### config.mk
export PLATFORM = sky130hd
export DESIGN_NAME = hsv_to_rgb_converter_core
export DESIGN_NICKNAME = d
export VERILOG_FILES = /design/src/hw/rtl/hsv2rgb_pkg.sv /design/src/hw/rtl/hsv_to_rgb_converter_core.sv
export SDC_FILE = /design/constraint.sdc
export NUM_CORES = 1
export LEC_CHECK = 0
export ABC_AREA = 1
export BUFFER_PORTS_ARGS = -buffer_cell sky130_fd_sc_hd__buf_2
export CORE_MARGIN = 2
export CORE_UTILIZATION = 50
export DETAILED_ROUTE_END_ITERATION = 7
export PLACE_DENSITY = 0.66
export SKIP_LAST_GASP = 1
export SLEW_MARGIN = 20
export SYNTH_ARGS = -nofsm -noshare
export SYNTH_HDL_FRONTEND = slang
export SYNTH_SLANG_ARGS = --single-unit
### constraint.sdc
create_clock -name clk -period 8 [get_ports clk]
set_clock_uncertainty 0.15 [all_clocks]
set_input_delay 2 -clock clk [delete_from_list [all_inputs] [get_ports clk]]
set_output_delay 2 -clock clk [all_outputs]
set_load 0.005 [all_outputs]
### src/hw/rtl/hsv2rgb_pkg.sv
// Shared types, constants and helper functions for the HSV to RGB converter.
package hsv2rgb_pkg;

  // Width of one color channel; the channel full-scale value is 2^CHANNEL_BITS - 1.
  localparam int CHANNEL_BITS = 8;
  // Hue carries a 3-bit sector above an 8-bit fraction.
  localparam int HUE_BITS     = 11;
  localparam int FRAC_BITS    = 8;
  // Width of the 1 - s*f terms, scaled by CH_MAX * 2^FRAC_BITS.
  localparam int SCALE_BITS   = CHANNEL_BITS + FRAC_BITS;

  localparam logic [CHANNEL_BITS-1:0] CH_MAX   = {CHANNEL_BITS{1'b1}};
  localparam logic [FRAC_BITS:0]      FRAC_ONE = {1'b1, {FRAC_BITS{1'b0}}};
  localparam logic [SCALE_BITS-1:0]   K_SCALE  = {CH_MAX, {FRAC_BITS{1'b0}}};

  typedef logic [CHANNEL_BITS-1:0] chan_t;

  // Hue sectors, named after the channel order that carries v, the rising
  // term and the falling term.
  typedef enum logic [2:0] {
    SEC_RED_RISE_G   = 3'd0,
    SEC_GREEN_FALL_R = 3'd1,
    SEC_GREEN_RISE_B = 3'd2,
    SEC_BLUE_FALL_G  = 3'd3,
    SEC_BLUE_RISE_R  = 3'd4,
    SEC_RED_FALL_B   = 3'd5
  } sector_t;

  typedef struct packed {
    logic [HUE_BITS-1:0] hue;
    chan_t               saturation;
    chan_t               brightness;
  } hsv_in_t;

  typedef struct packed {
    chan_t red;
    chan_t green;
    chan_t blue;
  } rgb_out_t;

  // Floor division by CH_MAX for values whose quotient is at most CH_MAX:
  // q = (y + (y >> CHANNEL_BITS) + 1) >> CHANNEL_BITS.
  function automatic chan_t div_by_max(input logic [2*CHANNEL_BITS-1:0] y);
    logic [2*CHANNEL_BITS:0] sum;
    sum = {1'b0, y} + {{(CHANNEL_BITS+1){1'b0}}, y[2*CHANNEL_BITS-1:CHANNEL_BITS]}
          + {{(2*CHANNEL_BITS){1'b0}}, 1'b1};
    return sum[2*CHANNEL_BITS-1:CHANNEL_BITS];
  endfunction

endpackage

### src/hw/rtl/hsv_to_rgb_converter_core.sv
// Top level of the pipelined HSV to RGB pixel converter.
//
// Usage: drive an HSV pixel on in_data and raise start for one cycle; the
// transaction is accepted at that clock edge, since busy is always low. A
// new transaction may be started in every cycle, so the block sustains one
// pixel per clock.
// Each transaction yields exactly one RGB result. It appears on out_data for
// one cycle, marked by out_valid, after the three register stages (stage 1:
// sector and 1 - s*f terms, stage 2: the three v products, stage 3:
// division by the full-scale value and the sector permutation).
// The receiver cannot stall; it must take each result in the cycle it is
// shown. The three register stages set the latency, and the throughput is
// one transaction per cycle.
// Reset (rst_n low, synchronous) drops every transaction still in the
// pipeline; no result is delivered for them. The converter holds no other
// state.
module hsv_to_rgb_converter_core (
  input  logic                  clk,
  input  logic                  rst_n,
  input  logic                  start,
  output logic                  busy,
  input  hsv2rgb_pkg::hsv_in_t  in_data,
  output logic                  out_valid,
  output hsv2rgb_pkg::rgb_out_t out_data
);
  import hsv2rgb_pkg::*;

  localparam int PW = SCALE_BITS;            // width of the scaled 1 - s*f terms
  localparam int QW = CHANNEL_BITS + PW;     // width of v times a scaled term

  // The pipeline never backs up, so a transaction is accepted every cycle.
  assign busy = 1'b0;

  logic accept;
  assign accept = start && !busy;

  // ---------------------------------------------------------------------
  // Stage 1: reduce the hue sector modulo six and form the saturation terms.
  // ---------------------------------------------------------------------
  logic [2:0]           hue_sec;
  logic [2:0]           sec_mod;
  logic [FRAC_BITS-1:0] frac;
  logic [FRAC_BITS:0]   frac_inv;
  logic [PW-1:0]        s_f;
  logic [PW-1:0]        s_finv;

  logic                 valid1_r;
  sector_t              sec1_r,   sec1_nxt;
  chan_t                v1_r;
  chan_t                sinv1_r,  sinv1_nxt;
  logic [PW-1:0]        nq1_r,    nq1_nxt;
  logic [PW-1:0]        nt1_r,    nt1_nxt;

  always_comb begin
    hue_sec  = in_data.hue[HUE_BITS-1:FRAC_BITS];
    // Hues past the last sector wrap around to the first ones.
    sec_mod  = (hue_sec > 3'd5) ? (hue_sec - 3'd6) : hue_sec;
    sec1_nxt = sector_t'(sec_mod);
    frac     = in_data.hue[FRAC_BITS-1:0];
    frac_inv = FRAC_ONE - {1'b0, frac};
    s_f      = PW'(in_data.saturation) * PW'(frac);
    s_finv   = PW'(in_data.saturation) * PW'(frac_inv);
    sinv1_nxt = CH_MAX - in_data.saturation;
    nq1_nxt   = K_SCALE - s_f;
    nt1_nxt   = K_SCALE - s_finv;
  end

  // ---------------------------------------------------------------------
  // Stage 2: scale the three terms by the brightness.
  // ---------------------------------------------------------------------
  logic                      valid2_r;
  sector_t                   sec2_r;
  chan_t                     v2_r;
  logic [2*CHANNEL_BITS-1:0] pp2_r, pp2_nxt;
  logic [QW-1:0]             pq2_r, pq2_nxt;
  logic [QW-1:0]             pt2_r, pt2_nxt;

  always_comb begin
    pp2_nxt = (2*CHANNEL_BITS)'(v1_r) * (2*CHANNEL_BITS)'(sinv1_r);
    pq2_nxt = QW'(v1_r) * QW'(nq1_r);
    pt2_nxt = QW'(v1_r) * QW'(nt1_r);
  end

  // ---------------------------------------------------------------------
  // Stage 3: divide by the full-scale value and pick the sector order.
  // Dividing by CH_MAX * 2^FRAC_BITS is a shift followed by a division
  // by CH_MAX.
  // ---------------------------------------------------------------------
  chan_t    p_val, q_val, t_val;
  rgb_out_t out_nxt;
  logic     out_valid_r;
  rgb_out_t out_data_r;

  always_comb begin
    p_val = div_by_max(pp2_r);
    q_val = div_by_max(pq2_r[QW-1:FRAC_BITS]);
    t_val = div_by_max(pt2_r[QW-1:FRAC_BITS]);
    case (sec2_r)
      SEC_RED_RISE_G:   out_nxt = '{red: v2_r,  green: t_val, blue: p_val};
      SEC_GREEN_FALL_R: out_nxt = '{red: q_val, green: v2_r,  blue: p_val};
      SEC_GREEN_RISE_B: out_nxt = '{red: p_val, green: v2_r,  blue: t_val};
      SEC_BLUE_FALL_G:  out_nxt = '{red: p_val, green: q_val, blue: v2_r};
      SEC_BLUE_RISE_R:  out_nxt = '{red: t_val, green: p_val, blue: v2_r};
      default:          out_nxt = '{red: v2_r,  green: p_val, blue: q_val};
    endcase
  end

  // Valid bits travel alongside the data and are cleared by reset.
  always_ff @(posedge clk) begin
    if (!rst_n) begin
      valid1_r    <= 1'b0;
      valid2_r    <= 1'b0;
      out_valid_r <= 1'b0;
    end else begin
      valid1_r    <= accept;
      valid2_r    <= valid1_r;
      out_valid_r <= valid2_r;
    end
  end

  // Payload registers need no reset.
  always_ff @(posedge clk) begin
    sec1_r     <= sec1_nxt;
    v1_r       <= in_data.brightness;
    sinv1_r    <= sinv1_nxt;
    nq1_r      <= nq1_nxt;
    nt1_r      <= nt1_nxt;
    sec2_r     <= sec1_r;
    v2_r       <= v1_r;
    pp2_r      <= pp2_nxt;
    pq2_r      <= pq2_nxt;
    pt2_r      <= pt2_nxt;
    out_data_r <= out_nxt;
  end

  assign out_valid = out_valid_r;
  assign out_data  = out_data_r;

  // ---------------------------------------------------------------------
  // Assertions
  // ---------------------------------------------------------------------
  // Every transaction in stage 2 shows up as exactly one result.
  a_valid_out: assert property (@(posedge clk) disable iff (!rst_n)
    valid2_r |=> out_valid)
    else $error("stage 2 transaction did not produce a result");

  // No result appears without a transaction behind it.
  a_no_spurious: assert property (@(posedge clk) disable iff (!rst_n)
    !valid2_r |=> !out_valid)
    else $error("result strobe without a transaction");

  // Zero saturation gives grey at the brightness value on the output.
  a_grey: assert property (@(posedge clk) disable iff (!rst_n)
    (valid1_r && sinv1_r == CH_MAX) |-> ##2
      (out_data.red == $past(v1_r, 2) && out_data.green == $past(v1_r, 2) &&
       out_data.blue == $past(v1_r, 2)))
    else $error("zero saturation did not give grey");

endmodule
Word-level counts from Yosys, hierarchy flattened

Cells that the tools add are included.

Add/subtract/negate cells: 11
Multipliers: 5
Magnitude comparators: 1
Equality and inequality tests: 4
Multiplexer cells: 2
Reductions and logical operators: 1

Operators with widths:

| kind                   | number |
|---|---|
| $pmux 24 s5            | 1 |
| $add 16x1->16 const B  | 3 |
| $add 16x8->16          | 3 |
| $mul 8x16->24          | 2 |
| $mul 8x8->16           | 2 |
| $sub 16x16->16 const A | 2 |
| $mul 8x9->16           | 1 |
| $sub 9x8->9 const A    | 1 |
| $sub 8x8->8 const A    | 1 |
| $eq 3x2->1 const B     | 2 |
| $eq 3x1->1 const B     | 1 |
| $eq 3x3->1 const B     | 1 |
| $gt 3x3->1 const B     | 1 |
| $logic_not 3->1        | 1 |
| $mux 3                 | 1 |
| $sub 3x3->3 const B    | 1 |

Register bits after elaboration: 153
Input bits: 30
Output and inout bits: 26
Logic and storage cells: 40

Depth between registers and ports, before layout

Gate-level depths: netlist (run 1).

Depth in word-level cells: 3
Gate-level depth with buffers: 28

Least setup slack after synthesis (run 1)

Ideal clock, no wire load.

Kind: input to register
Start: input port in_data[17] (netlist bit)
End: register nt1_r[15]
Data arrival time: 6131 ps
Path slack: 1606 ps
Cell stages on the path: 25
Path buffers: 1
Cells stage by stage: buf_2 > inv_1 > ha_1 > nand2_1 > nor2_1 > nand2_1 > nor2_1 > nand3_1 > nor2_1 > fa_1 > fa_1 > inv_1 > fa_1 > inv_1 > fa_1 > inv_1 > ha_1 > a21oi_1 > o21ai_0 > a21oi_1 > nor2_1 > nand2_1 > nand3_1 > nand2_1 > nand2_1

Word-level cells in the longest chain between the ends: 3

Ends and longest elaborated chain:

| element                | line                             | RTL |
|---|---|---|
| start: declaration     | hsv_to_rgb_converter_core.sv:22  | `input hsv2rgb_pkg::hsv_in_t in_data,` |
| $sub 9x8->9            | hsv_to_rgb_converter_core.sv:60  | `frac_inv = FRAC_ONE - {1'b0, frac};` |
| $mul 8x9->16           | hsv_to_rgb_converter_core.sv:62  | `s_finv = PW'(in_data.saturation) * PW'(frac_inv);` |
| $sub 16x16->16         | hsv_to_rgb_converter_core.sv:65  | `nt1_nxt = K_SCALE - s_finv;` |
| via nt1_nxt[15]        | hsv_to_rgb_converter_core.sv:52  | `logic [PW-1:0] nt1_r, nt1_nxt;` |
| end signal: assignment | hsv_to_rgb_converter_core.sv:127 | `nt1_r <= nt1_nxt;` |
| end: declaration       | hsv_to_rgb_converter_core.sv:52  |  |

The timed path passes the listed nets, and every way through them passes these cells.
A chain may end at the register's enable or synchronous reset.

Worst setup path in the final report (run 1)

Start: input port in_data[16] (netlist bit)
End: register nt1_r[15]

Same word-level chain as after synthesis.

==> out/results.ini, run 1 <==
[finish]
nFillCells=4031
drive_gt1_share_pct=4.64
register_area_um2=2720
layout_commonest_cell=inv_1
final_cell_mix=inv_1, nand2_1, fa_1
multi_input_area_um2=14800
diodes=0
area_growth_pct=5.84
final_area_um2=22400
nets=3521

[yosys]
seq_area_frac_synth_pct=12.9
ys_warn_count=0
ys_ff_latch=136
synthFlopType=dfxtp_1
yosysTopAreaCell=fa_1
ys_async_sr_fraction_pct=0
synth_edf_count=0
synth.cell_area_um2=21200
synth_area_leaders=fa_1, inv_1, nand2_1
syn_nets=3530
synth_cell_types=44
netlist_instances=2989
postSynthAreaPerCell_um2=7.08
synth_top_area_share_pct=26.6

[die]
dieHeight_um=210
die_area_um2=44000
start_util_pct=50.6
core-area_um2=41900
die_w_um=210
pin_count=56
fp-row-count=75

[worst_setup_path]
crit_top_cell=nand2_1
cp.required_ns=8.19
critical-path-max-stage-delay_ns=0.52
path_class=input pin to flip-flop
slowest_stage=fa_1
critPathArrivalTime_ns=6.62
cp_max_fo=10
cp-end-kind=flip-flop
start_kind=input pin

[cts]
cts_made_buffers=17
cts_buffer_depth=2
h-tree-depth=4
clock_latency_ns=0.45
path_clk_slew_ns=0.06
clockRootBuffer=clkbuf_16
holdBufCountCts=0
post_cts_resized=0
clock-sinks=136
cts_setup_buffers=0
cts_tree=built

[detailed_routing]
drt_pre_antenna_iters=6
wire_per_inst_um=14.2
drc=0
wirelength_um=50100
detail-route-antenna-nets=0
drt_iter0_markers=911
vias=17400
vias_per_cell=4.94

[global_routing]
grt_pass1_vias=18000
grt_max_degree=41
grt_antenna_before_repair=0
grt_first_pass_wirelength_um=83700
overflow=0
grt.total_usage_pct=23.6

[outcome]
status=finished clean

[sta]
timing.fmax_mhz=155
worstMarginPinSlew_ns=0.592
slew_headroom_pct=60.6
fin_setup_tns_ns=0
setup_viol=0
finalCritPeriodShare_pct=80.4
slew_violations=0
hold_violations=0
rsz0062_at_grt=false
min_period_ns=6.43

[placed_design]
placed_area_um2=21800
gp_congestion=0.921
numPortBuffers=54
hpwl_um=41000

[job]
drv_cap=0

[worst_hold_path]
hp-class=flip-flop to flip-flop

## critical path: cells and delay by family
| family | cells | cell delay, ns |
|---|---|---|
| buf+inv | 5 | 0.40 |
| fa+ha+maj | 6 | 2.46 |
| compound gates | 3 | 0.52 |
| simple gates | 11 | 1.24 |
## sequential cells by signal, summed over array words and instances, names as in the netlist, 3 cells and up
signal / flops
nq1_r: 15
nt1_r: 16
out_data: 24
pp2_r: 16
pq2_r: 16
pt2_r: 16
sec1_r: 3
sec2_r: 3
sinv1_r: 8
v1_r: 8
v2_r: 8
## synthesized netlist by cell type (all sizes together), types with 8 or more instances
| cell | number |
|---|---|
| nand3b | 17 |
| clkbuf | 70 |
| dfxtp | 136 |
| xnor2 | 23 |
| nand2 | 808 |
| a21boi | 8 |
| ha | 230 |
| buf | 20 |
| inv | 862 |
| a21oi | 86 |
| fa | 281 |
| nand3 | 139 |
| nor2 | 149 |
| o21ai | 34 |
| o21a | 9 |
| xor2 | 31 |
| nor3 | 18 |
| nand4 | 32 |
## cell type report
| cell class | instances | share of cell area (%) |
|---|---|---|
| multi-input cells | 1899 | 66.0 |
| inverters | 864 | 14.5 |
| flip-flops and latches | 136 | 12.1 |
| well taps | 539 | 3.01 |
| clock buffers | 19 | 2.02 |
| repair buffers | 62 | 1.47 |
| clock inverters | 13 | 0.832 |
## routing by layer
| layer | up-vias | wire [um] | global-route usage (%) |
|---|---|---|---|
| met5 | - | 0 | 0 |
| met4 | 0 | 1160 | 8.05 |
| met3 | 73 | 2130 | 2.57 |
| met2 | 438 | 24600 | 41.8 |
| met1 | 8244 | 22200 | 30.0 |
| li1 | 8694 | - | - |
## cells by family (layout without fill, tap and decap cells)
family | count (synthesis) | after routing | share of synthesized area [%]
and+or+nand+nor | 1174 | 1174 | 23.2
adders and majority gates | 511 | 511 | 40.2
AOI/OAI and AO/OA | 159 | 159 | 4.23
DFF | 136 | 136 | 12.9
other | 1 | 1 | 0.0177
buffers and inverters | 954 | 958 | 17.2
xor gates and xnor gates | 54 | 54 | 2.27
## final timing paths
kind,start,endpoint,slack [ns],cells after the start
worst max-delay path,in_data[16],nt1_r[15],1.57,25
worst min-delay path,sec1_r[0],sec2_r[0],0.18,0
worst max register to register,v1_r[3],pt2_r[23],3.12,15
worst min register to register,sec1_r[0],sec2_r[0],0.18,0
## stage by stage
stage | std cells | worst slack (ns) | hold WS, ns | util, %
6_report | 3532 | 1.57 | 0.181 | 53.5
4_1_cts | 3532 | 1.59 | 0.185 | 53.5
3_3_place_gp | 3500 | 1.23 | 0.163 | 52.0
2_1_floorplan | 2989 | 1.61 | 0.160 | -
3_5_place_dp | 3500 | 1.11 | 0.170 | 52.0
5_1_grt | 3532 | 1.25 | 0.188 | 53.5
Power of run 1 is left out: the tool's default activity adds up to more than one toggle a clock period on the data nets, which glitch-free logic cannot reach.
==> run 2: changes to the inputs <==
Settings changed: PLACE_DENSITY 0.66 to 0.69.
Clock period 8 ns to 5.4 ns, I/O delays scaled along.
==> run 2 against run 1 <==
Register-to-register slack worse by 2.3 ns. Cell area increased by 3.0%. Count of clock-buffer cells in the layout fell by 2. Flip-flop and latch count unchanged. Hold slack lost 0.0024 ns. First-iteration DRC count shrank 2.1%. Final cell count is 1.8% higher. Setup slack worse by 1.4 ns. Die area is the same. Utilization rose by 1.6 points.
==> out/results.ini, run 2 (synthesized netlist as in run 1, its figures left out) <==
[finish]
largest_register_ffs=24
layout_commonest_cell=inv_1
nets=3585
diodes=0
drive_gt1_share_pct=7.88
final_cell_mix=inv_1, nand2_1, fa_1
fin_util_pct=55.2
nFillCells=3951
final_area_um2=23100
area_growth_pct=9.03

[cts]
clock-sinks=136
holdBufCountCts=0
cts_tree=built
h-tree-depth=4
cts_buffer_depth=2
cts_made_buffers=17
path_clk_slew_ns=0.06
clockRootBuffer=clkbuf_16
clock_latency_ns=0.45

[worst_setup_path]
start_kind=input pin
critical-path-max-stage-delay_ns=0.56
crit_chain=buf_6 -> nor3_4 -> inv_2 -> nor2_4 -> nand2_2 -> nor2_4 -> xor2_4 -> inv_2 -> nor2_4 -> fa_1 -> fa_1 -> inv_2 -> fa_1 -> inv_1 -> fa_1 -> inv_2 -> ha_4 -> nand2_2 -> o21ai_1 -> inv_1 -> nand2_2 -> nand2_2 -> o21ai_2 -> xor2_1
crit_buf_inv=7
slowest_stage=fa_1
cp_top_family=adder cells
critPathArrivalTime_ns=5.46
cp.required_ns=5.62
r2r_cells=18
cp_max_fo=4
path_class=input pin to flip-flop
cp-end-kind=flip-flop
cp_num_cells=24

[sta]
setup_viol=0
hold_violations=0
slew_headroom_pct=62.0
fin_setup_tns_ns=0
timing.fmax_mhz=191
slew_violations=0
min_period_ns=5.23
finalCritPeriodShare_pct=96.9
worstMarginPinSlew_ns=0.569

[global_routing]
grt_antenna_before_repair=0
grt_first_pass_wirelength_um=88400
grt_max_degree=41
grt.total_usage_pct=24.7
grt_pass1_vias=18800
overflow=0

[die]
core-area_um2=41900
dieHeight_um=210
die_w_um=210
start_util_pct=50.6
pin_count=56
fp-row-count=75
die_area_um2=44000

[placed_design]
gp_congestion=0.912
numPortBuffers=54
hpwl_um=42600
placed_area_um2=22400

[worst_hold_path]
holdPathStages=0
hp-class=flip-flop to flip-flop

[detailed_routing]
drt_iter0_markers=892
vias_per_cell=4.95
detail-route-antenna-nets=0
vias=17800
wirelength_um=51600
wire_per_inst_um=14.3
drc=0
drt_pre_antenna_iters=5

[job]
drv_cap=0

[outcome]
status=finished clean

## run 2: changes by cell type in the layout (fill, tap and decap cells not counted), moves of 4 or more
cell	previous run	this run
buf_4	8	66
inv_2	3	10
ha_4	0	6
buf_12	0	5
nand2_2	23	29
o21ai_0	31	24
ha_1	230	224
a21oi_1	86	80
o21ai_1	1	5
nor2_2	3	8
nand2_1	784	777
a21oi_2	0	5
inv_1	859	852
nor2_1	142	134
## run 2: through the flow
step	worst slack [ns]	hold WS, ns	instances
after detailed placement	-0.423	0.165	3559
final	0.168	0.178	3596
after global placement	-0.278	0.164	3559
after global routing	-0.0389	0.185	3596
after floorplan	-0.0839	0.160	2989
after CTS	0.0381	0.181	3591
## run 2: worst paths after layout
| kind | startpoint | slack (ns) | endpoint |
|---|---|---|---|
| worst max-delay path | in_data[17] | 0.17 | nt1_r[14] |
| worst min-delay path | sec1_r[2] | 0.18 | sec2_r[2] |
| worst max register to register | v1_r[6] | 0.78 | pt2_r[23] |
| worst min register to register | sec1_r[2] | 0.18 | sec2_r[2] |
## run 2: per-layer routing
| metal | wire length, um | vias up | GRT usage (%) |
|---|---|---|---|
| met1 | 22500 | 8439 | 30.9 |
| met3 | 2310 | 78 | 3.29 |
| met4 | 974 | 0 | 7.07 |
| met5 | 0 | - | 0 |
| li1 | - | 8835 | - |
| met2 | 25800 | 431 | 44.6 |
## run 2: final cells by class
cell class	instances	area (um2)	area share (%)
clock buffers	17	425	1.84
clock inverters	15	133	0.574
inverters	864	3240	14.0
multi-input cells	1899	15000	65.0
flip-flops and latches	136	2720	11.8
well taps	539	674	2.92
repair buffers	126	890	3.85
## run 2: repair_timing
action / 4_1_cts / 5_1_grt
setup buffers: 0 / 5
resized for setup: 0 / 35
setup endpoints to repair: 0 / 6
Power of run 2 is left out for the same reason.
